### src/hdl/lzw_pkg.sv
`default_nettype none
package lzw_pkg;

  // Dictionary hash table
  localparam int unsigned HASH_SLOTS    = 5003;
  localparam int unsigned SLOT_W        = $clog2(HASH_SLOTS);
  localparam int unsigned MAX_CODE_BITS = 12;

  // Code stream
  localparam int unsigned CODE_W  = 12;
  localparam int unsigned WIDTH_W = 4;
  localparam int unsigned NF_W    = 13;
  localparam int unsigned COUNT_W = 20;
  localparam int unsigned EPOCH_W = 8;
  localparam int unsigned KEY_W   = 20;
  localparam int unsigned ACC_W   = MAX_CODE_BITS + 7;
  localparam int unsigned CNT_W   = 5;

  localparam logic [CODE_W-1:0]  CODE_CLEAR  = 12'd256;
  localparam logic [CODE_W-1:0]  CODE_END    = 12'd257;
  localparam logic [NF_W-1:0]    FIRST_FREE  = 13'd258;
  localparam logic [WIDTH_W-1:0] START_WIDTH = 4'd9;
  localparam logic [NF_W-1:0]    START_LIMIT = 13'd511;
  localparam logic [WIDTH_W-1:0] MAX_WIDTH   = WIDTH_W'(MAX_CODE_BITS);
  localparam logic [COUNT_W-1:0] COUNT_MAX   = {COUNT_W{1'b1}};
  localparam logic [COUNT_W-1:0] LIMIT_RESET = 20'd170000;

  // Token queue
  localparam int unsigned Q_DEPTH = 4;
  localparam int unsigned Q_PTR_W = $clog2(Q_DEPTH);

  typedef struct packed {
    logic [7:0] data_byte;
    logic       end_of_stream;
  } in_t;

  typedef struct packed {
    logic [7:0] packed_byte;
    logic       final_byte;
  } out_t;

  // One code to be packed; flush marks the end code of a stream
  typedef struct packed {
    logic [CODE_W-1:0]  code;
    logic [WIDTH_W-1:0] width;
    logic               flush;
  } token_t;

  // Hash table entry; live only when epoch matches the current dictionary
  typedef struct packed {
    logic [EPOCH_W-1:0] epoch;
    logic [KEY_W-1:0]   key;
    logic [CODE_W-1:0]  code;
  } entry_t;

  localparam int unsigned ENTRY_W = $bits(entry_t);

endpackage
`default_nettype wire

### src/hdl/lzw_queue.sv
`default_nettype none
module lzw_queue (
  input  wire logic            clk_i,
  input  wire logic            rst_ni,
  input  wire logic            push_i,
  input  wire lzw_pkg::token_t tok_i,
  output logic                 full_o,
  input  wire logic            pop_i,
  output lzw_pkg::token_t      tok_o,
  output logic                 empty_o
);

  lzw_pkg::token_t               buf_q [lzw_pkg::Q_DEPTH];
  logic [lzw_pkg::Q_PTR_W-1:0]   wptr_q, rptr_q;
  logic [lzw_pkg::Q_PTR_W:0]     cnt_q;

  assign full_o  = (cnt_q == (lzw_pkg::Q_PTR_W+1)'(lzw_pkg::Q_DEPTH));
  assign empty_o = (cnt_q == '0);
  assign tok_o   = buf_q[rptr_q];

  always_ff @(posedge clk_i or negedge rst_ni) begin
    if (!rst_ni) begin
      wptr_q <= '0;
      rptr_q <= '0;
      cnt_q  <= '0;
    end else begin
      if (push_i) begin
        wptr_q <= wptr_q + 1'b1;
      end
      if (pop_i) begin
        rptr_q <= rptr_q + 1'b1;
      end
      if (push_i && !pop_i) begin
        cnt_q <= cnt_q + 1'b1;
      end else if (pop_i && !push_i) begin
        cnt_q <= cnt_q - 1'b1;
      end
    end
  end

  always_ff @(posedge clk_i) begin
    if (push_i) begin
      buf_q[wptr_q] <= tok_i;
    end
  end

endmodule
`default_nettype wire

### config.mk
export PLATFORM = sky130hd
export DESIGN_NAME = lzw_queue
export DESIGN_NICKNAME = d
export VERILOG_FILES = /design/src/hdl/lzw_pkg.sv /design/src/hdl/lzw_queue.sv
export SDC_FILE = /design/constraint.sdc
export NUM_CORES = 1
export LEC_CHECK = 0
export ABC_CLOCK_PERIOD_IN_PS = 1700
export BUFFER_PORTS_ARGS = -buffer_cell sky130_fd_sc_hd__buf_2
export CAP_MARGIN = 20
export CORE_AREA = 2 2 117 108
export CTS_CLUSTER_SIZE = 28
export DETAILED_ROUTE_END_ITERATION = 7
export DIE_AREA = 0 0 119 110
export SETUP_SLACK_MARGIN = 0.3
export SKIP_LAST_GASP = 1
export SLEW_MARGIN = 5
export SYNTH_ARGS = -nofsm -noshare
export SYNTH_HDL_FRONTEND = slang
export SYNTH_SLANG_ARGS = --single-unit
### constraint.sdc
create_clock -name clk_i -period 1.7 [get_ports clk_i]
set_input_delay 0.255 -clock clk_i [delete_from_list [all_inputs] [get_ports clk_i]]
set_output_delay 0.255 -clock clk_i [all_outputs]
set_load 0.01 [all_outputs]
# --- After elaboration in Yosys (flattened, before gate mapping) ---
# Memory sizes are Yosys's and may differ from the RTL's.
# Index checks and enable logic that the tools add are counted.
word_totals:
  register_bits: 7
  mem_bits_rw: 68
  inputBits: 21
  output_inout_bits: 19
  wordCells: 19
  mem_count: 1
mem_list:
  columns: ["name", "depth", "width", "read_ports", "rd_clocked_by_memory_dff", "write_ports", "line_no", "text"]
  rows:
  - ["buf_q", 4, 17, 1, 0, 1, "lzw_queue.sv:13", "lzw_pkg::token_t buf_q [lzw_pkg::Q_DEPTH];"]
op_classes:
  addsub: 4
  eq_ne: 1
  mux: 4
  n_reduce_logical: 6
op_table:
  columns: ["operator", "count"]
  rows:
  - ["$mux W3", 2]
  - ["$add A2 B1 Y2 const B", 2]
  - ["$add A3 B1 Y3 const B", 1]
  - ["$eq A3 B3 Y1 const B", 1]
  - ["$logic_not A3 Y1", 1]
  - ["$sub A3 B1 Y3 const B", 1]
  - ["$logic_and A1 B1 Y1", 2]
  - ["$logic_not A1 Y1", 2]
  - ["$mux W1", 2]
  - ["$reduce_bool A2 Y1", 1]

# --- Depth between registers and ports, before layout ---
logic_depth:
  depth_word: 4
  ltp_mapped: 7
  mapped_depth_nobuf: 7

# --- Worst setup path after synthesis ---
# No wires, ideal clock.
synth_timing:
  path_kind: "flip-flop to flip-flop"
  from: "reg wptr_q[0] (netlist bit)"
  to: "mem buf_q[0][0] (netlist bit) (enable)"
  setup_ps: 375
  arrival_time_ps: 1074
  required_time_ps: 1325
  path_slack_ps: 251
  path_stages_with_launch: 4
  n_path_buf: 0
  period_less_slack_ps: 1449
  cell_sequence: "dfrtp_1 > inv_1 > ha_1 > and2_1"
synth_rtl:
  columns: ["item", "line_no", "text"]
  rows:
  - ["start: declaration", "lzw_queue.sv:14", "logic [lzw_pkg::Q_PTR_W-1:0] wptr_q, rptr_q;"]
  - ["start signal: assignment", "lzw_queue.sv:28", "wptr_q <= wptr_q + 1'b1;"]
  - ["end: declaration", "lzw_queue.sv:13", null]
# No word-level cell before the write port.

==> results.sh <==
export IMPL_critPathRequiredTime_ns=1.44
export IMPL_synth_top_flop_cell="edfxtp_1"
export IMPL_r2r_slack_ns=0.38
export IMPL_powerDensity_nw_per_um2=1830
export IMPL_timing_hold_ws_ns=0.145
export IMPL_clkTransAtPathRegs_ns=0.06
export IMPL_finalWirelength_mm=5.52
export IMPL_worstPathCellList="buf_6 -> buf_12 -> mux4_2 -> buf_2"
export IMPL_synth_common_cells="68 x edfxtp_1, 9 x mux4_1, 8 x mux4_2, 7 x dfrtp_1, 5 x ha_1"
export IMPL_filler_cell_count=1110
export IMPL_layout_nets=218
export IMPL_fin_skew_ns=0.00682
export IMPL_fin_cells=356
export IMPL_slew_limit_headroom=0.863
export IMPL_finalHoldViolCount=0
export IMPL_synth_avg_cell_area_um2=23.5
export IMPL_die_h_um=110
export IMPL_drive_gt1_frac=0.520
export IMPL_synth_top_family_by_area="multiplexers"
export IMPL_synthXorXnorAreaFrac=0.0182
export IMPL_yosys_cell_count_top_type="edfxtp_1"
export IMPL_cp_end_kind="primary output"
export IMPL_slew_viol_final=0
export IMPL_place_gp_congestion=0.606
export IMPL_crit_path_max_fanout=5
export IMPL_yosysSeqAreaShare=0.767
export IMPL_synth_area_leader_cell="edfxtp_1"
export IMPL_setup_viol=17
export IMPL_cts_inserted_buffers=9
export IMPL_io_pins=40
export IMPL_tritoncts="yes"
export IMPL_ant_nets=0
export IMPL_max_freq_ghz=0.535
export IMPL_start_util=0.244
export IMPL_viasPerCell=3.83
export IMPL_setup_ws_ns=-0.168
export IMPL_hp_start="tok_i[5]"
export IMPL_hpwl_mm=3.40
export IMPL_yosys_cell_types_count=19
export IMPL_synth_fa_ha_area_frac=0.0286
export IMPL_synthSimpleGateAreaFrac=0.0169
export IMPL_netlist_top_cells_area="edfxtp_1 71%, mux4_1 8.2%, mux4_2 6.2%"
export IMPL_muxShareOfSynthArea=0.148
export IMPL_outcome="complete, but fails checks"
export IMPL_vias=1363
export IMPL_die_x_um=119
export IMPL_diodes=0
export IMPL_cts_sink_count=75
export IMPL_cts_root_buf="clkbuf_16"
export IMPL_first_pass_iters=4
export IMPL_fin_crit_sh=1.10
export IMPL_fin_crit_ns=1.87
export IMPL_hp_class="in -> reg"
export IMPL_cap_violations=0
export IMPL_r2r_start="cnt_q[0]"
export IMPL_synth_nets=150
export IMPL_worst_slew_pin_slew_ns=0.205
export IMPL_antenna_found_initial=0
export IMPL_critPathKind="reg -> out"
export IMPL_p_total_mw=7.27
export IMPL_h_tree_depth=3
export IMPL_synth_compound_area_frac=0.00173
export IMPL_clockBufferDepth=2
export IMPL_yosysTopAreaCellShare=0.706
export IMPL_drt_initial_drc_count=53
export IMPL_std_cell_rows=38
export IMPL_ys_warn_count=0
export IMPL_holdPathEnd="buf_q[0][5]"
export IMPL_grt_max_degree=18
export IMPL_violations="negative setup slack"
export IMPL_area_growth_pct=37.1
export IMPL_cp_start_kind="flop"
export IMPL_grt_setup_unrepaired="true"
export IMPL_port_buffers=39
export IMPL_r2r_end="cnt_q[2]"
export IMPL_coreArea_um2=11800
export IMPL_crit_slowest_cell="mux4_2"
export IMPL_grt_ovfl_total=0
export IMPL_cp_data_arrival_time_ns=1.61
export IMPL_clk_latency_ns=0.32
export IMPL_whs_path_depth=1
export IMPL_dp_cells=326
export IMPL_multi_input_area_um2=603
export IMPL_r2r_cells=4
export IMPL_synth_async_reset_ratio=0.0933
export IMPL_groute_usage_overall=0.0879
export IMPL_synth_seq_cells=75
export IMPL_synth_edf_count=68
export IMPL_path_delay_family="multiplexers"
export IMPL_drc=0
export IMPL_die_area_um2=13100
export IMPL_grt_pass1_vias=1429
export IMPL_avgRoutedWirePerCell_um=15.5
export IMPL_slowest_delay_ns=0.52
export IMPL_syn_area_um2=2890
export IMPL_peakVddDrop_mv=0.691
export IMPL_cp_startpoint="rptr_q[0]"
export IMPL_leakagePower_nw=1.43
export IMPL_cp_num_buf_inv=3
export IMPL_grt_pass1_wl_mm=8.21
export IMPL_ff_latch_area_um2=2220
export IMPL_syn_inst=123
[placed cells by master, fill, tap and decap left out, drive strengths merged]
cell type and count:
clkbuf 11, dlygate4sd3 1, clkinv 4, ha 5, bufinv 3, mux2 1, xnor2 2, dfrtp 7
xor2 4, nand2 2, nor3b 1, buf 58, inv 4, edfxtp 68, and2 4, o21ai 1
nor3 1, mux4 17, fa 1, nor2 1
[kinds of logic after synthesis]
family / count (synthesis)
xor gates and xnor gates: 6
buffers and inverters: 8
DFF: 75
and+or+nand+nor: 9
muxes: 18
AOI/OAI and AO/OA: 1
adders and majority gates: 6
[power by group]
group          internal [mW]  switching (mW)
combinational           1.49            1.04
clock                   1.43           0.700
sequential              2.45           0.152
[worst max path at each step]
stage,endpoint,slack [ns],cells past startpoint
3_5_place_dp,cnt_q[2],0.12,8
5_1_grt,tok_o[2],-0.24,4
6_report,tok_o[9],-0.17,4
4_1_cts,tok_o[6],-0.20,4
3_3_place_gp,tok_o[12],0.14,3
2_1_floorplan,tok_o[0],0.31,3
[layout make-up]
class	count	area share
inverter	4	0.00379
clock buffer	9	0.0568
timing repair buffer	61	0.147
tap	160	0.0505
multi-input combinational	40	0.152
sequential	75	0.560
clock inverter	7	0.0294
[what timing repair did]
action	in CTS	in global routing
endpoints found under the setup margin	46	52
resized for setup	9	25
hold endpoints to repair	7	0
gates cloned	1	2
buffers inserted	4	6
hold buffers	1	0
pin swaps	0	1
[flip-flops by register name, summed over array words and instances, names as in the netlist]
signal	cells
cnt_q	3
rptr_q	2
buf_q	68
wptr_q	2
[stage by stage]
stage,setup TNS [ns],cell area [µm²],utilization,worst slack [ns]
after floorplan,0,2890,-,0.309
after global routing,-3.56,3960,0.335,-0.238
final,-2.50,3960,0.335,-0.168
after CTS,-3.01,3740,0.316,-0.204
after global placement,0,3350,0.283,0.143
after detailed placement,0,3350,0.283,0.122
[routing by layer]
layer	up-vias	GRT usage	routed length (µm)
met2	30	0.131	2550
met5	-	0	0
met3	4	0.0360	233
met1	693	0.117	2710
li1	636	-	-
met4	0	0.0281	28
Note: power is estimated with default switching activity, not from simulation.
