--- config.mk ---
export PLATFORM = sky130hd
export DESIGN_NAME = lzw_back
export DESIGN_NICKNAME = d
export VERILOG_FILES = /design/src/hdl/lzw_pkg.sv /design/src/hdl/lzw_back.sv
export SDC_FILE = /design/constraint.sdc
export NUM_CORES = 1
export LEC_CHECK = 0
export ABC_AREA = 1
export ABC_CLOCK_PERIOD_IN_PS = 2300
export BUFFER_PORTS_ARGS = -buffer_cell sky130_fd_sc_hd__buf_2
export CAP_MARGIN = 20
export CORE_ASPECT_RATIO = 0.7
export CORE_MARGIN = 2
export CORE_UTILIZATION = 40
export DETAILED_ROUTE_END_ITERATION = 8
export PLACE_DENSITY_LB_ADDON = 0.1
export SYNTH_ARGS = -nofsm -noshare
export SYNTH_HDL_FRONTEND = slang
export SYNTH_SLANG_ARGS = --single-unit
--- constraint.sdc ---
create_clock -name clk_i -period 2.3 [get_ports clk_i]
set_input_delay 0.46 -clock clk_i [delete_from_list [all_inputs] [get_ports clk_i]]
set_output_delay 0.46 -clock clk_i [all_outputs]
set_load 0.01 [all_outputs]
--- src/hdl/lzw_pkg.sv ---
`default_nettype none
package lzw_pkg;

  // Dictionary hash table
  localparam int unsigned HASH_SLOTS    = 5003;
  localparam int unsigned SLOT_W        = $clog2(HASH_SLOTS);
  localparam int unsigned MAX_CODE_BITS = 12;

  // Code stream
  localparam int unsigned CODE_W  = 12;
  localparam int unsigned WIDTH_W = 4;
  localparam int unsigned NF_W    = 13;
  localparam int unsigned COUNT_W = 20;
  localparam int unsigned EPOCH_W = 8;
  localparam int unsigned KEY_W   = 20;
  localparam int unsigned ACC_W   = MAX_CODE_BITS + 7;
  localparam int unsigned CNT_W   = 5;

  localparam logic [CODE_W-1:0]  CODE_CLEAR  = 12'd256;
  localparam logic [CODE_W-1:0]  CODE_END    = 12'd257;
  localparam logic [NF_W-1:0]    FIRST_FREE  = 13'd258;
  localparam logic [WIDTH_W-1:0] START_WIDTH = 4'd9;
  localparam logic [NF_W-1:0]    START_LIMIT = 13'd511;
  localparam logic [WIDTH_W-1:0] MAX_WIDTH   = WIDTH_W'(MAX_CODE_BITS);
  localparam logic [COUNT_W-1:0] COUNT_MAX   = {COUNT_W{1'b1}};
  localparam logic [COUNT_W-1:0] LIMIT_RESET = 20'd170000;

  // Token queue
  localparam int unsigned Q_DEPTH = 4;
  localparam int unsigned Q_PTR_W = $clog2(Q_DEPTH);

  typedef struct packed {
    logic [7:0] data_byte;
    logic       end_of_stream;
  } in_t;

  typedef struct packed {
    logic [7:0] packed_byte;
    logic       final_byte;
  } out_t;

  // One code to be packed; flush marks the end code of a stream
  typedef struct packed {
    logic [CODE_W-1:0]  code;
    logic [WIDTH_W-1:0] width;
    logic               flush;
  } token_t;

  // Hash table entry; live only when epoch matches the current dictionary
  typedef struct packed {
    logic [EPOCH_W-1:0] epoch;
    logic [KEY_W-1:0]   key;
    logic [CODE_W-1:0]  code;
  } entry_t;

  localparam int unsigned ENTRY_W = $bits(entry_t);

endpackage
`default_nettype wire

--- src/hdl/lzw_back.sv ---
`default_nettype none
module lzw_back (
  input  wire logic            clk_i,
  input  wire logic            rst_ni,
  input  wire logic            tok_valid_i,
  input  wire lzw_pkg::token_t tok_i,
  output logic                 pop_o,
  output logic                 out_valid_o,
  input  wire logic            out_ready_i,
  output lzw_pkg::out_t        out_data_o
);

  logic [lzw_pkg::ACC_W-1:0] acc_q, acc_d;
  logic [lzw_pkg::CNT_W-1:0] cnt_q, cnt_d;
  logic                      flush_q, flush_d;
  logic                      ov_q, ov_d;
  lzw_pkg::out_t             od_q, od_d;
  logic                      can_emit;
  logic [lzw_pkg::CNT_W-1:0] rem;
  logic [lzw_pkg::ACC_W-1:0] shifted, code_m;

  assign can_emit    = !ov_q || out_ready_i;
  assign rem         = cnt_q - 5'd8;
  assign shifted     = acc_q >> rem;
  assign code_m      = lzw_pkg::ACC_W'(tok_i.code)
                       & ((lzw_pkg::ACC_W'(1) << tok_i.width) - 1'b1);
  assign out_valid_o = ov_q;
  assign out_data_o  = od_q;

  // Bit packer: one byte out or one code in per cycle, unless the output is stalled or no code waits
  always_comb begin
    acc_d   = acc_q;
    cnt_d   = cnt_q;
    flush_d = flush_q;
    ov_d    = ov_q && !out_ready_i;
    od_d    = od_q;
    pop_o   = 1'b0;
    if (cnt_q >= 5'd8) begin
      if (can_emit) begin
        ov_d  = 1'b1;
        od_d  = '{packed_byte: shifted[7:0], final_byte: flush_q && (cnt_q == 5'd8)};
        cnt_d = rem;
        acc_d = acc_q & ((lzw_pkg::ACC_W'(1) << rem) - 1'b1);
        if (cnt_q == 5'd8) begin
          flush_d = 1'b0;
        end
      end
    end else if (flush_q) begin
      // Zero-padded last byte
      if (can_emit) begin
        ov_d    = 1'b1;
        od_d    = '{packed_byte: acc_q[7:0] << (4'd8 - cnt_q[3:0]), final_byte: 1'b1};
        cnt_d   = '0;
        acc_d   = '0;
        flush_d = 1'b0;
      end
    end else if (tok_valid_i) begin
      pop_o   = 1'b1;
      acc_d   = (acc_q << tok_i.width) | code_m;
      cnt_d   = cnt_q + lzw_pkg::CNT_W'(tok_i.width);
      flush_d = tok_i.flush;
    end
  end

  always_ff @(posedge clk_i or negedge rst_ni) begin
    if (!rst_ni) begin
      acc_q   <= '0;
      cnt_q   <= '0;
      flush_q <= 1'b0;
      ov_q    <= 1'b0;
    end else begin
      acc_q   <= acc_d;
      cnt_q   <= cnt_d;
      flush_q <= flush_d;
      ov_q    <= ov_d;
    end
  end

  always_ff @(posedge clk_i) begin
    od_q <= od_d;
  end

endmodule
`default_nettype wire

; After elaboration in Yosys (flattened, before gate mapping)
; Cells that the tools add are included.
[classes]
bitwise = 3
add_sub_neg = 5
n_mux = 26
eq_ne = 4
n_reduce_logical = 10
magnitude_cmp = 1
shift = 5
[op_table]
columns = operator, n
row1 = 19-bit 2-to-1 mux, 5
row2 = 19-bit by 1-bit subtractor with 19-bit output (second input constant), 2
row3 = 9-bit 2-to-1 mux, 4
row4 = 5-bit 2-to-1 mux, 5
row5 = 12-bit by 19-bit bitwise AND with 19-bit output, 1
row6 = 19-bit bitwise AND, 1
row7 = 19-bit bitwise OR, 1
row8 = 1-bit by 4-bit left shift with 19-bit output (first input constant), 1
row9 = 1-bit by 5-bit left shift with 19-bit output (first input constant), 1
row10 = 19-bit by 4-bit left shift with 19-bit output, 1
row11 = 19-bit by 5-bit right shift with 8-bit output, 1
row12 = 1-bit 2-to-1 mux, 12
row13 = 8-bit by 4-bit left shift with 8-bit output, 1
row14 = 5-bit by 4-bit adder with 5-bit output, 1
row15 = 5-bit by 4-bit equality test with 1-bit output (second input constant), 1
row16 = 5-bit by 4-bit >= comparator with 1-bit output (second input constant), 1
row17 = 5-bit by 4-bit subtractor with 5-bit output (second input constant), 1
row18 = 2-bit by 1-bit != test with 1-bit output (second input constant), 2
row19 = 2-bit AND reduction, 2
row20 = 4-bit subtractor (first input constant), 1
row21 = 3-bit AND reduction, 1
row22 = 3-bit nonzero test, 1
row23 = 1-bit logical AND, 2
row24 = 1-bit zero test, 2
row25 = other kinds (3), 3
[word_totals]
word_cells = 60
regBits = 35

; Logic depth before layout (Yosys ltp)
[logic_depth]
depth_word = 7
mapped_depth = 18
ltp_nobuf = 15

; Least setup slack after synthesis
; Ideal clock, no wire load.
[synth_path]
kind = register -> register
startpoint = register cnt_q[1] (netlist name)
endpoint = register acc_q[14] (netlist name)
arrival_ns = 2.354
n_path_buf = 3
period_less_slack_ns = 2.474
slack_ns = -0.174
stages_incl_launch_ff = 18
t_required_ns = 2.179
cell_sequence = dfrtp_1 > buf_2 > inv_1 > buf_2 > buf_2 > ha_1 > ha_1 > inv_1 > nor2_1 > inv_1 > ha_1 > nand3_2 > nor2_1 > nand2_1 > nand3_1 > nand2_1 > nand2_1 > nand2_1
[synth_between]
elab_chain_cells = 6
elab_cells_between_ends = 10
cone_classes = 2 x add/sub / 1 x order compare / 1 x eq/ne / 1 x shift / 2 x mux / 1 x bitwise / 2 x reduce/logical
[synth_lines]
columns = item, line
row1 = start: declaration, lzw_back.sv:14  ; logic [lzw_pkg::CNT_W-1:0] cnt_q, cnt_d;
row2 = start signal: assignment, lzw_back.sv:73  ; cnt_q <= cnt_d;
row3 = 5-bit by 4-bit subtractor with 5-bit output, lzw_back.sv:23  ; assign rem = cnt_q - 5'd8;
row4 = 1-bit by 5-bit left shift with 19-bit output, lzw_back.sv:43  ; acc_d = acc_q & ((lzw_pkg::ACC_W'(1) << rem) - 1'b1);
row5 = 19-bit by 1-bit subtractor with 19-bit output, lzw_back.sv:43
row6 = 19-bit bitwise AND, lzw_back.sv:43
row7 = 19-bit 2-to-1 mux, lzw_back.sv:39  ; if (can_emit) begin
row8 = 19-bit 2-to-1 mux, lzw_back.sv:38  ; if (cnt_q >= 5'd8) begin
row9 = end signal: assignment, lzw_back.sv:67  ; acc_q <= '0;
row10 = end signal: assignment, lzw_back.sv:72  ; acc_q <= acc_d;
row11 = end: declaration, lzw_back.sv:13  ; logic [lzw_pkg::ACC_W-1:0] acc_q, acc_d;
; Parallel ways exist; a longest one is shown, timed or not. The select of a mux whose other input is x is not followed.
; A chain may end at the register's enable or synchronous reset.

; Worst setup path after layout
[layout_path]
startpoint = register cnt_q[4] (netlist name)
endpoint = output port pop_o
[layout_between]
elab_chain_cells = 2
[layout_lines]
columns = item, line
row1 = 5-bit by 4-bit >= comparator with 1-bit output, lzw_back.sv:38
row2 = 1-bit 2-to-1 mux, lzw_back.sv:38
row3 = end: declaration, lzw_back.sv:7  ; output logic pop_o,
; No other way between the ends.

==> results.md <==
- N_diodes: 0
- Synth area leaders: nand2_1, dfrtp_1, nand3_1
- Post-synth net total: between 700 and 800
- Synth warnings: 0
- Grt met2 use: 40.2%
- Post-CTS Hold Buffers: 0
- DR DRC count: 0
- Final Hold Vio Count: 0
- H-tree Lvls: 2
- Worst Setup Path Type: register to output port
- GRT Overall Usage: between 20% and 30%
- Core outline area: ~10000 µm²
- Setup tns final: 0 ps
- Wire per inst: 16.9 µm
- Seq/Total Area, Yosys: 21.2%
- Final setup violation count: 0
- Top cell type's share of synthesized area: 24.4%
- Busiest grt layer: met1
- I/O pins: 32
- CP max stage delay: 390 ps
- Power per cell area: 1370 nW/µm²
- CTS tree: done
- Cells after synthesis: 764
- Grt total ovfl: 0
- Area delta synth->final: 13.6%
- Drt via density: 5.50
- Die ar.: 11700 µm²
- Buffers on Ports: 31
- Most used cell, CP: inv_1
- Final Util: 47.2%
- Largest net degree at the start of global routing: 27
- Yosys top cell by area: nand2_1
- Relative slew slack: 53.4%
- Distinct cells, synth: 44
- Vias in the first global route: between 4000 and 5000
- Clk_lat worst skew: 290 ps
- Mean Syn Cell Area: 5.67 µm²
- Detail Route Antenna Nets: 0
- # rows: 31
- #FFs+latches synth: 35
- Total number of vias: 5143
- Max Fclk: 461 MHz
- Horiz. Die Dim: 128 µm
- Peak supply drop: ~0.00053 V
- TritonRoute pass-1 iters: 5
- Routability cong.: 0.978
- Fin nets: 837
- Asr flop ratio synth: 74.3%
- LEAKAGE: 2.53 nW
- Grt met1 use: 41.1%
- Initial core utilization: 41.6%
- CP max-delay cell: dfrtp_1
- Placed insts: 925
- Post-synth top cells: nand2_1, nand3_1, nor2_1, inv_1, o21ai_0
- Critical Path RT: about 1800 ps
- Crit path launch type: register
- Main synth FF type: dfrtp_1
- Crit path time final: between 2000 and 2500 ps
- Non-Filler Instances: approximately 940
- Status: complete, no violations
- Buf/Inv on CP: 4
- Crit path max fanout: 5
- Mapped cell area: 4340 µm²
- Fin crit share: 94.3%
- Post-synth EDFFs: 9
- Post-DP HPWL: about 13000 µm
- CTS buffer count: 5
- Worst Path Arrival: 1710 ps
- Worst Setup End Kind: output port
- Crit path cell chain: inv_1 -> ha_1 -> inv_1 -> nor2_8 -> nand3_4 -> inv_2 -> buf_2
- Routed Wire Length: 15800 µm
- Dpl cell area: ~4700 µm²
- Number of antenna violations at the first check in global routing: 0
- RSZ-0062 raised after global routing: false
- Sink Count: 35
- Max-slew violation count: 0
- Family with the most delay on the worst path: buffers and inverters
- Least-Margin Pin Slew: about 700 ps
- Clock root cell: clkbuf_16
- First-pass GRT wire length: ~25000 µm
- Die Y: approximately 91 µm
- Hold Path Class: primary input to asynchronous set/reset pin
- Share of layout cells above drive strength 1: 12.6%
- Total chip power: 6.76 mW
- Clock buffer depth: 2
- Final instance area: about 5000 µm²
- Detailed Route Iter0 Violations: approximately 500
- Most frequent cell after synthesis: nand2_1
- Fin Clk Skew: 8.08 ps
- Max-cap violation count: 0
- Grt met3 use: 6.19%
- Clk slew on worst S/H paths: 60 ps
[registers in the layout, indices dropped and copies added (netlist names)]
name,cells
flush_q,1
out_data_o,9
out_valid_o,1
acc_q,19
cnt_q,5
[layout make-up]
class / instances / area [µm²]
multi-input combinational: 627 / 3030
fill: 1151 / 5510
inverter: 75 / 284
sequential: 35 / 922
clock inverter: 3 / 43.8
tap: 132 / 165
timing repair buffer: 58 / 358
clock buffer: 5 / 125
[path summary, 6_finish.rpt]
check | startpoint | end | slack [ps] | cells past startpoint
min reg2reg | cnt_q[4]$_DFFE_PN0P_ | cnt_q[4]$_DFFE_PN0P_ | 580 | 2
min | rst_ni | cnt_q[4]$_DFFE_PN0P_ | 210 | 1
min in group clk_i | tok_i[0] | flush_q$_DFFE_PN0P_ | 400 | 3
max | cnt_q[4]$_DFFE_PN0P_ | pop_o | 130 | 7
max reg2reg | cnt_q[3]$_DFFE_PN0P_ | acc_q[14]$_DFFE_PN0P_ | 150 | 11
max in group asynchronous | rst_ni | cnt_q[2]$_DFFE_PN0P_ | 1590 | 1
[cells by family after synthesis]
logic type,after synthesis,share of synthesized area (%)
flip-flops,35,21.2
multiplexers,1,0.231
AND/OR/NAND/NOR,494,48.6
XOR/XNOR,5,1.01
AO/OA/AOI/OAI,113,14.5
buffers and inverters,102,10.2
adder cells (fa/ha/maj),14,4.21
[through the flow]
stage	setup slack (ps)	hold slack [ps]
2_1_floorplan	39.8	164
3_3_place_gp	136	524
3_5_place_dp	138	535
4_1_cts	101	229
5_1_grt	6.49	256
6_report	131	208
[repair_timing]
action                                  CTS  global route
resized for setup                         0            11
buffers inserted                          0             2
endpoints found under the setup margin    0            10
[report_power, final]
| part | internal (mW) | switching [mW] | total (mW) |
|---|---|---|---|
| logic | 1.57 | 3.17 | 4.74 |
| registers | 0.944 | 0.271 | 1.21 |
| clock network | 0.512 | 0.287 | 0.799 |
| total | 3.03 | 3.73 | 6.76 |
[per-layer routing]
layer	routed length [µm]	vias to the layer above
met5	0	-
met4	327	0
met3	1410	30
met2	6410	223
met1	7660	2329
li1	-	2561
[placed cells by master, fill, tap and decap left out, types with 4 or more instances in the layout]
| master | instances |
|---|---|
| o21ai_0 | 56 |
| dfrtp_1 | 25 |
| xor2_1 | 4 |
| a21oi_1 | 25 |
| ha_1 | 11 |
| buf_2 | 31 |
| a22o_1 | 4 |
| nor2_1 | 83 |
| nand2_1 | 280 |
| edfxtp_1 | 9 |
| a31oi_1 | 4 |
| nor2_4 | 4 |
| inv_1 | 64 |
| clkbuf_16 | 5 |
| nor2_2 | 6 |
| o21ai_1 | 9 |
| nand3_1 | 96 |
| inv_2 | 7 |
| nor3_1 | 4 |
| buf_4 | 27 |
| nand4_1 | 7 |
Note: power is estimated with default switching activity, not from simulation.
