<file path="config.mk">
export PLATFORM = sky130hd
export DESIGN_NAME = lzw_ram
export DESIGN_NICKNAME = d
export VERILOG_FILES = /design/src/hdl/lzw_ram.sv
export SDC_FILE = /design/constraint.sdc
export NUM_CORES = 1
export LEC_CHECK = 0
export ABC_AREA = 1
export BUFFER_PORTS_ARGS = -buffer_cell sky130_fd_sc_hd__buf_2
export CORE_MARGIN = 2
export CORE_UTILIZATION = 40
export DETAILED_ROUTE_END_ITERATION = 6
export HOLD_SLACK_MARGIN = 0.06
export PLACE_DENSITY = 0.59
export SKIP_CTS_REPAIR_TIMING = 1
export SLEW_MARGIN = 20
export SYNTH_ARGS = -nofsm -noshare
export SYNTH_HDL_FRONTEND = slang
export SYNTH_SLANG_ARGS = --single-unit
export TNS_END_PERCENT = 1
</file>
<file path="constraint.sdc">
create_clock -name clk_i -period 1.81 [get_ports clk_i]
set_input_delay 0.543 -clock clk_i [delete_from_list [all_inputs] [get_ports clk_i]]
set_output_delay 0.543 -clock clk_i [all_outputs]
set_load 0.05 [all_outputs]
</file>
<file path="src/hdl/lzw_ram.sv">
`default_nettype none
module lzw_ram #(
  parameter int unsigned Width = 8,
  parameter int unsigned Depth = 16
) (
  input  wire logic                     clk_i,
  input  wire logic                     we_i,
  input  wire logic [$clog2(Depth)-1:0] waddr_i,
  input  wire logic [Width-1:0]         wdata_i,
  input  wire logic [$clog2(Depth)-1:0] raddr_i,
  output logic      [Width-1:0]         rdata_o
);

  logic [Width-1:0] mem_q [Depth];

  always_ff @(posedge clk_i) begin
    if (we_i) begin
      mem_q[waddr_i] <= wdata_i;
    end
    rdata_o <= mem_q[raddr_i];
  end

endmodule
`default_nettype wire

</file>
---- Word level (Yosys, flattened, before mapping) ----
Memories as Yosys holds them, arrays and structs flattened. A register that Yosys moved wholly into a read port is not among the register bits.
Cells that the tools add are included.
storage, ports and cells
  bits in registers ....................... 0
  bits in writable memories ............... 128
  input port bits ......................... 18
  memories ................................ 1
cells by class
  mux-type cells .......................... 2
memory list
  memory  depth  width  rd ports  clocked after memory_dff  wr ports  line  text
  mem_q   16     8      1         1                         1         14    logic [Width-1:0] mem_q [Depth];
operators with widths
  kind              count
  2-to-1 mux 1 bit  2

---- Longest topological paths before layout ----
Gate-level depths: netlist of the first run.
  depth after elaboration ................. 2
  gate-level depth with buffers ........... 8
  mapped depth without buffers ............ 7

---- Least setup slack after synthesis of the first run ----
Ideal clock, no wire load.
  kind .................................... input to register
  from .................................... input port waddr_i[2]
  to ...................................... memory mem_q[10][0], enable pin
  library setup time ...................... 370 ps
  arrival time ............................ 1124 ps
  required time ........................... 1440 ps
  setup slack ............................. 316 ps
  stages .................................. 2
  path through ............................ nand3b_1 nor2_1
RTL lines
  element          line  text
  start, declared  8     input wire logic [$clog2(Depth)-1:0] waddr_i,
  end, declared    14
Straight into the memory's write port.

---- Worst setup path in the final report of the first run ----
  from .................................... register rdata_o[3], read port of mem_q
  to ...................................... output port rdata_o[3]
RTL lines
  element          line  text
  start, declared  11    output logic [Width-1:0] rdata_o
No word-level cell between the ends.

==> out/results.ini, run 1 <==
[run_status]
status = finished clean

[sta]
slew_violations = 0
min_period_ns = 1.59
maxSlewHeadroom_pct = 73.8
grt_setup_unrepaired = false
worstMarginPinSlew_ns = 0.394
finalClockSkew_ns = 0.00718
setup_viol = 0
max_freq_mhz = 627
finalHoldViolCount = 0
holdWs_ns = 0.558
fin_setup_tns_ns = 0
period_share_pct = 88.1

[worst_setup_path]
cp_slowest_stage_delay_ns = 0.36
required_ns = 1.27
startpoint_type = flop
cp.arrival_ns = 1.05
path_class = reg -> out
path_cells = buf_2
cp_top_family = flip-flops
end_kind = output port
critPathBufInv = 1
worstPathMaxFanout = 1
slowest_stage = dfxtp_1

[final_layout]
fill_cells = 1290
final_common_cell = nand2_1
final_nets = 617
register_area_sq_mm = 0.00400
area.growth.synth_to_final_pct = 16.3
final_util_pct = 47.9
drive_gt1_share_pct = 12.7
multi_input_area_sq_mm = 0.00121
most-common-layout-cells = 173 x nand2_1, 128 x edfxtp_1, 100 x inv_1
final_cell_area_sq_mm = 0.00671
diodes = 0

[die]
num_rows = 43
io_pins = 26
die_area_sq_mm = 0.0154
die_w_microns = 124
die_h_microns = 124
start_util_pct = 41.2
core-area_sq_mm = 0.0140

[route]
wirelength_mm = 12.9
met2WireLength_mm = 6.35
vias = 3826
firstDrtPassIters = 4
postRouteAntennaNets = 0
initialDrtViolationCount = 322
via_per_inst = 4.83
drc = 0
route.met3.wl_microns = 525
top_layer = met4
wl_per_cell_microns = 16.3
wl_met1_mm = 5.65

[cts]
clk_latency_ns = 0.40
htreeDepth = 4
cts_tree = built
cts_buffers = 17
cts-root-buf = clkbuf_16
clkSinkCount = 136
clk_pin_slew_ns = 0.06
ctsLongestPathBuffers = 2

[global_routing]
antenna_found_initial = 0
grt_max_degree = 33
grt_usage_pct = 18.1
grt_pass1_wl_mm = 19.9
grt_pass1_vias = 3774
overflow = 0

[worst_hold_path]
min_path_type = in -> reg

[synth]
netlist_instances = 551
synthesis.nets = 569
syn_area_sq_mm = 0.00577
ys_seq_elements = 136
avgSynthCellArea_sq_um = 10.5
ys_types = 12
yosysWarnings = 0
ys_seq_area_share_pct = 69.4

[placed_design]
io_buffer_count = 25
gp_congestion = 0.854
dp_hpwl_mm = 8.27
dpl_cell_area_sq_mm = 0.00620

[power]
power_density_mw_per_mm2 = 1040
p_leak_nw = 2.92
peakVddDrop_v = 0.000978
p_total_mw = 7.00

[job]
drv_cap = 0

[metal layers]
layer / vias up / track usage [%]
met3: 26 / 4.08
met1: 1837 / 22.9
li1: 1871 / -
met5: - / 0
met2: 92 / 29.7
met4: 0 / 8.50
[cells in the mapped netlist, drive strengths merged]
cell	n	area share, %
nand3	97	8.4
nand3b	2	0.26
dfxtp	8	2.8
nand2	173	11
nor2	17	1.1
inv	102	6.6
buf	24	2.9
edfxtp	128	67
[tightest hold or removal path, stage by stage]
cell     delay [ns]
buf_2          0.15
nand3_1        0.10
nand3_1        0.07
nand2_1        0.06
[power by group]
part / switching [mW] / internal [mW]
Sequential: 0.0221 / 3.52
Clock: 1.13 / 1.81
Combinational: 0.372 / 0.141
Total: 1.53 / 5.47
[path summary, 6_finish.rpt]
check,from,endpoint,depth (start not counted),slack (ns)
setup reg to reg,mem_q[6][4]$_DFFE_PP_,rdata_o[4]$_DFF_P_,6,0.82
hold reg to reg,mem_q[2][3]$_DFFE_PP_,rdata_o[3]$_DFF_P_,6,0.67
hold / removal,raddr_i[2],rdata_o[7]$_DFF_P_,4,0.56
setup / recovery,rdata_o[3]$_DFF_P_,rdata_o[3],1,0.22
[sequential cells by signal, summed over array words and instances, names as in the netlist]
name	flops
mem_q	128
rdata_o	8
[cells by family (layout without fill, tap and decap cells)]
family        Yosys count  count (layout)  synth area share (%)
buf+inv               126             187                  9.52
simple gates          289             289                  21.0
flops                 136             136                  69.4
[stage by stage]
step,worst slack [ns],instances
after floorplan,0.316,551
after global placement,0.0903,760
after detailed placement,0.0765,760
after CTS,0.180,792
after global routing,0.187,792
final,0.216,792
[final cells by class]
| class | count | area share, % |
|---|---|---|
| Sequential cell | 136 | 59.7 |
| Multi-Input combinational cell | 289 | 18.1 |
| Clock buffer | 27 | 7.20 |
| Inverter | 102 | 5.71 |
| Timing Repair Buffer | 53 | 5.56 |
| Tap cell | 180 | 3.36 |
| Clock inverter | 5 | 0.355 |
No activity file was read; power rests on OpenSTA's default activity.
==> inputs of run 2 (changes only) <==
==> constraint.sdc (replaced) <==
create_clock -name clk_i -period 1.81 [get_ports clk_i]
set_input_delay 0 -clock clk_i [delete_from_list [all_inputs] [get_ports clk_i]]
set_output_delay 0 -clock clk_i [all_outputs]
set_load 0.05 [all_outputs]
==> run 2 against run 1 <==
Net effect: highest routed layer unchanged; sequential power is essentially flat; routed wire length grew 4.1%; setup slack gained 0.52 ns; count of clock-buffer cells in the layout grew 2; via count shrank 0.34%; non-clock buffer count shrank 5; critical endpoint is now rdata_o[6]$_DFF_P_; clock skew grew 0.0011 ns; first-iteration DRC count shrank 2.5%; global-route usage grew 0.80 points.
==> out/results.ini, run 2 (synthesis gave the netlist of run 1 again) <==
[run_status]
status = finished clean

[final_layout]
final_common_cell = nand2_1
reg_top3 = mem_q: 128 flops, rdata_o: 8 flops
diodes = 0  ; unchanged
final_util_pct = 48.0  ; about the same
most-common-layout-cells = 173 x nand2_1, 128 x edfxtp_1, 100 x inv_1
largest-register = mem_q
final_nets = 612  ; -0.81%
drive_gt1_share_pct = 10.7  ; -2.0 points
register_area_sq_mm = 0.00400  ; unchanged
multi_input_area_sq_mm = 0.00121  ; unchanged
largest_register_ffs = 128  ; unchanged
area.growth.synth_to_final_pct = 16.3  ; about the same
fill_cells = 1307  ; +1.3%

[cts]
clkSinkCount = 136  ; unchanged
clk_latency_ns = 0.42  ; +0.02 ns
htreeDepth = 4  ; unchanged
cts_buffers = 17  ; unchanged
ctsLongestPathBuffers = 2  ; unchanged
clk_pin_slew_ns = 0.06  ; about the same
cts_tree = built
cts-root-buf = clkbuf_16

[die]
num_rows = 43  ; unchanged
die_h_microns = 124  ; unchanged
start_util_pct = 41.2  ; unchanged
die_area_sq_mm = 0.0154  ; unchanged
core-area_sq_mm = 0.0140  ; unchanged
die_w_microns = 124  ; unchanged
io_pins = 26  ; unchanged

[placed_design]
io_buffer_count = 25  ; unchanged
dp_hpwl_mm = 8.20  ; -0.90%
gp_congestion = 0.813  ; -4.8%

[route]
wl_per_cell_microns = 17.0  ; +4.7%
vias = 3813  ; -0.34%
route.met3.wl_microns = 441  ; -16%
initialDrtViolationCount = 314  ; -2.5%
drc = 0  ; unchanged
firstDrtPassIters = 4  ; unchanged
via_per_inst = 4.84  ; +0.29%
top_layer = met4
met2WireLength_mm = 6.61  ; +4.1%
postRouteAntennaNets = 0  ; unchanged
wl_met1_mm = 6.15  ; +8.9%
wirelength_mm = 13.4  ; +4.1%

[power]
p_comb_share_pct = 6.9  ; -0.4 points
power.switching_mw = 1.58  ; +3.7%
p_sw_share_pct = 21.8  ; -0.046 points
power_frac_seq_pct = 48.8  ; -1.9 points
power_density_mw_per_mm2 = 1080  ; +3.8%
peakVddDrop_v = 0.000879  ; -10%
clkPwrFrac_pct = 44.3  ; +2.3 points
intPower_mw = 5.69  ; +4.0%
p_leak_nw = 2.90  ; -0.82%

[sta]
min_period_ns = 1.07  ; -0.525 ns
maxSlewHeadroom_pct = 47.6  ; -26 points
slew_violations = 0  ; unchanged
period_share_pct = 59.1  ; -29 points
grt_setup_unrepaired = false
max_freq_mhz = 935  ; +49%
worstMarginPinSlew_ns = 0.782  ; +0.389 ns
setup_viol = 0  ; unchanged
finalClockSkew_ns = 0.00828  ; +0.00110 ns
finalHoldViolCount = 0  ; unchanged
fin_setup_tns_ns = 0  ; unchanged

[worst_setup_path]
worstSetupStartpoint = mem_q[6][6]$_DFFE_PP_
r2r_slack_ns = 0.74  ; -0.08 ns
startpoint_type = flop
cp-endpoint = rdata_o[6]$_DFF_P_
required_ns = 2.12  ; +0.85 ns
cp.arrival_ns = 1.38  ; +0.33 ns
end_kind = flop
path_class = reg -> reg
r2r_cells = 6  ; unchanged
worstReg2RegEnd = rdata_o[6]$_DFF_P_
worstPathMaxFanout = 1  ; unchanged
rr_startpoint = mem_q[6][6]$_DFFE_PP_

[global_routing]
grt_usage_pct = 18.9  ; +0.80 points
grt_pass1_wl_mm = 20.5  ; +3.1%
grt_pass1_vias = 3657  ; -3.1%
antenna_found_initial = 0  ; unchanged
overflow = 0  ; unchanged
grt_max_degree = 65  ; +97%

[worst_hold_path]
min_path_type = in -> reg

[job]
drv_cap = 0  ; unchanged

run 2: per-layer routing:
layer,up-vias,GRT usage (%)
li1,1861,-
met1,1851,24.4
met2,85,31.1
met3,16,4.12
met4,0,7.65
met5,-,0
run 2: cell type report:
class,count,area share [%]
tap,180,3.36
multi-input combinational,289,18.1
sequential,136,59.7
clock inverter,3,0.597
timing repair buffer,48,4.96
clock buffer,29,7.61
inverter,102,5.71
run 2: power by group through the flow:
stage                     Clock, mW  Sequential, mW  Combinational [mW]
after floorplan                   0            3.68               0.248
after global placement            0            3.61               0.489
after detailed placement          0            3.61               0.493
after CTS                      3.28            3.55               0.495
after global routing           3.39            3.55               0.556
final                          3.22            3.55               0.503
run 2: worst max-delay path, cell delays in order (launching register included):
cell      delay (ns)
edfxtp_1        0.38
inv_1           0.06
nand2_1         0.06
nand3_1         0.11
nand3_1         0.09
nand3_1         0.18
nand2_1         0.07
run 2: worst min path at each step:
stage                          start                     to  slack (ns)  depth (start not counted)
after global routing      raddr_i[2]     rdata_o[1]$_DFF_P_        0.11                          4
after CTS                 raddr_i[3]     rdata_o[4]$_DFF_P_       -0.07                          3
after floorplan           wdata_i[0]  mem_q[0][0]$_DFFE_PP_         0.1                          0
after detailed placement  raddr_i[3]     rdata_o[4]$_DFF_P_        0.39                          3
final                     raddr_i[2]     rdata_o[4]$_DFF_P_        0.07                          4
after global placement    raddr_i[3]     rdata_o[4]$_DFF_P_        0.38                          3
run 2: metrics by stage:
step,hold slack (ns),instances,power (mW),setup WS (ns),area [sq um]
after floorplan,0.0989,551,3.92,0.859,5770
after CTS,-0.0701,778,7.32,0.688,6620
final,0.0695,787,7.27,0.741,6710
after detailed placement,0.385,746,4.11,0.418,6070
after global placement,0.385,746,4.10,0.428,6070
after global routing,0.110,787,7.50,0.636,6710
==> inputs of run 3 (changes only) <==
--- a/config.mk
+++ b/config.mk
@@ -5,7 +5,7 @@
 export SDC_FILE = /design/constraint.sdc
 export NUM_CORES = 1
 export LEC_CHECK = 0
-export ABC_AREA = 1
+export ABC_AREA = 0
 export BUFFER_PORTS_ARGS = -buffer_cell sky130_fd_sc_hd__buf_2
 export CORE_MARGIN = 2
 export CORE_UTILIZATION = 40
==> constraint.sdc (replaced) <==
create_clock -name clk_i -period 1 [get_ports clk_i]
set_input_delay 0 -clock clk_i [delete_from_list [all_inputs] [get_ports clk_i]]
set_output_delay 0 -clock clk_i [all_outputs]
set_load 0.05 [all_outputs]
==> run 3 against run 2 <==
Net effect: the flow now finishes with violations (setup timing); flip-flop and latch count unchanged; maximum frequency down 16%; sequential power is 81% higher; die area decreased by 10%; synthesized cell count fell by 58%; register-to-register slack got worse by 1.0 ns; via count down 35%; count of clock-buffer cells in the layout shrank 7.
==> out/results.ini, run 3 <==
[run_status]
status = finished with violations
violations = setup timing

[worst_setup_path]
cp_slowest_stage_delay_ns = 0.47  ; +0.09 ns
path_cells = mux4_2, a22oi_2, nand2_1
path_class = reg -> reg
cp.arrival_ns = 1.56  ; +0.18 ns
startpoint_type = flop
slowest_stage = mux4_2
required_ns = 1.28  ; -0.84 ns
end_kind = flop
worstPathMaxFanout = 1  ; unchanged
r2r_slack_ns = -0.27  ; -1.01 ns

[sta]
slew_violations = 0  ; unchanged
worstMarginPinSlew_ns = 1.00  ; +0.219 ns
setup_viol = 8  ; +8
grt_setup_unrepaired = true
finalHoldViolCount = 0  ; unchanged
finalClockSkew_ns = 0.00444  ; -0.00384 ns
max_freq_mhz = 787  ; -16%
maxSlewHeadroom_pct = 33.1  ; -15 points
timing.final.ws_setup_ns = -0.271  ; -1.01 ns
fin_setup_tns_ns = -1.94  ; -1.94 ns
period_share_pct = 127  ; +68 points
min_period_ns = 1.27  ; +0.201 ns

[final_layout]
final_util_pct = 51.1  ; +3.1 points
largest_register_ffs = 128  ; unchanged
final_cell_area_sq_mm = 0.00642  ; -4.3%
final_nets = 324  ; -47%
largest-register = mem_q
final_common_cell = edfxtp_1
diodes = 0  ; unchanged
stdcell_count = 491  ; -38%
reg_top3 = mem_q: 128 flops, rdata_o: 8 flops
drive_gt1_share_pct = 41.4  ; +31 points
area.growth.synth_to_final_pct = 24.8
most-common-layout-cells = 128 x edfxtp_1, 33 x buf_4, 27 x mux4_2

[synth]
synth_top_area_share_pct = 74.7  ; +8.0 points
ys_types = 19  ; +7
synth_fa_ha_area_share_pct = 0  ; unchanged
synth_top_family_by_area = multiplexers
synth_xor_area_share_pct = 0  ; unchanged
syn_area_sq_mm = 0.00515  ; -11%
synth_top_flop_cell = edfxtp_1
synth_edf_count = 128  ; unchanged
muxShareOfSynthArea_pct = 15.0  ; +15 points
yosys.area.top_type = edfxtp_1
avgSynthCellArea_sq_um = 22.5  ; +110%
netlist_instances = 229  ; -58%
synth-async-reset-ratio_pct = 0  ; unchanged
synthesis.nets = 247  ; -57%
yosysWarnings = 0  ; unchanged
synth_compound_area_share_pct = 2.33  ; +2.3 points
yosys.cell_count.top_type = edfxtp_1
synth_area_leaders = edfxtp_1 75%, mux4_2 7.9%, mux4_1 7.1%
synth_commonest_cells = 128 x edfxtp_1, 18 x mux4_2, 16 x a22oi_1, 14 x mux4_1, 13 x nor2_1
synth-simple-area-share_pct = 3.18  ; -18 points
ys_seq_area_share_pct = 77.8  ; +8.4 points
ys_seq_elements = 136  ; unchanged

[route]
wirelength_mm = 9.99  ; -26%
drc = 0  ; unchanged
wl_per_cell_microns = 20.3  ; +19%
postRouteAntennaNets = 0  ; unchanged
via_per_inst = 5.04  ; +4.0%
initialDrtViolationCount = 206  ; -34%
vias = 2473  ; -35%
firstDrtPassIters = 4  ; unchanged

[placed_design]
io_buffer_count = 25  ; unchanged
dpl.cell_count = 451  ; -40%
dpl_cell_area_sq_mm = 0.00574  ; -5.4%
dp_hpwl_mm = 6.61  ; -19%
gp_congestion = 0.786  ; -3.4%

[die]
die_w_microns = 117  ; -5.3%
io_pins = 26  ; unchanged
num_rows = 41  ; -4.7%
die_h_microns = 117  ; -5.3%
die_area_sq_mm = 0.0138  ; -10%
core-area_sq_mm = 0.0126  ; -10%
start_util_pct = 41.0  ; -0.27 points

[global_routing]
grt_max_degree = 17  ; -74%
grt_pass1_wl_mm = 15.3  ; -25%
overflow = 0  ; unchanged
antenna_found_initial = 0  ; unchanged
grt_pass1_vias = 2554  ; -30%
grt_usage_pct = 15.5  ; -3.5 points

[job]
drv_cap = 0  ; unchanged

[cts]
clkSinkCount = 136  ; unchanged
cts_buffers = 17  ; unchanged
cts_tree = built
ctsLongestPathBuffers = 2  ; unchanged
htreeDepth = 4  ; unchanged
cts-root-buf = clkbuf_16
clk_latency_ns = 0.41  ; about the same
clk_pin_slew_ns = 0.05  ; about the same

[worst_hold_path]
min_path_type = in -> reg

[power]
p_leak_nw = 2.17  ; -25%
power_density_mw_per_mm2 = 2020  ; +86%
peakVddDrop_v = 0.00118  ; +35%

## run 3: cell types whose count changed in the layout (fill, tap and decap cells not counted), moves of 4 or more
cell	change
nand2_1	-164
buf_4	+20
nand3_1	-96
mux4_2	+27
a22oi_1	+4
inv_1	-100
clkbuf_1	-6
buf_2	-8
mux4_1	+5
clkbuf_4	+4
a22oi_2	+12
nor2_1	-7
## run 3: worst paths after layout
path	from	endpoint	depth (start not counted)
max	mem_q[10][1]$_DFFE_PP_	rdata_o[1]$_DFF_P_	3
min	raddr_i[1]	rdata_o[4]$_DFF_P_	4
max reg2reg	mem_q[10][1]$_DFFE_PP_	rdata_o[1]$_DFF_P_	3
min reg2reg	mem_q[4][2]$_DFFE_PP_	rdata_o[2]$_DFF_P_	3
## run 3: per-layer routing
layer	vias to the layer above	global-route usage [%]	routed length (microns)
li1	1118	-	-
met1	1270	21.6	4560
met2	75	23.3	4770
met3	10	4.67	538
met4	0	5.42	121
met5	-	0	0
## run 3: report_power, final
group | switching (mW) | internal [mW] | total, mW | leakage (nW)
clock network | 2.10 | 3.56 | 5.67 | 0.268
registers | 0.0447 | 6.38 | 6.42 | 1.22
logic | 0.495 | 0.361 | 0.857 | 0.682
total | 2.64 | 10.3 | 12.9 | 2.17
## run 3: critical path: cells and delay by family, from the launching register on
| kind | cells | cell delay (ns) |
|---|---|---|
| AO/OA/AOI/OAI | 1 | 0.22 |
| flip-flops | 1 | 0.37 |
| multiplexers | 1 | 0.47 |
| AND/OR/NAND/NOR | 1 | 0.09 |
## run 3: cell families after synthesis
logic type	after synthesis
flops	136
simple gates	35
mux	32
compound gates	16
buf+inv	10
## run 3: final cells by class
cell class / instances / area [sq um]
tap: 172 / 215
sequential: 136 / 4000
multi-input combinational: 83 / 1110
timing repair buffer: 68 / 546
clock inverter: 10 / 76.3
clock buffer: 22 / 474
fill: 1005 / 6150
## run 3: through the flow
stage                     setup WS (ns)  power (mW)  hold slack [ns]
after CTS                        -0.358        13.0          -0.0262
after detailed placement         -0.427        7.31            0.403
final                            -0.271        12.9            0.142
after global placement           -0.432        7.29            0.392
after global routing             -0.340        13.4            0.136
after floorplan                  -0.192        6.98           0.0989
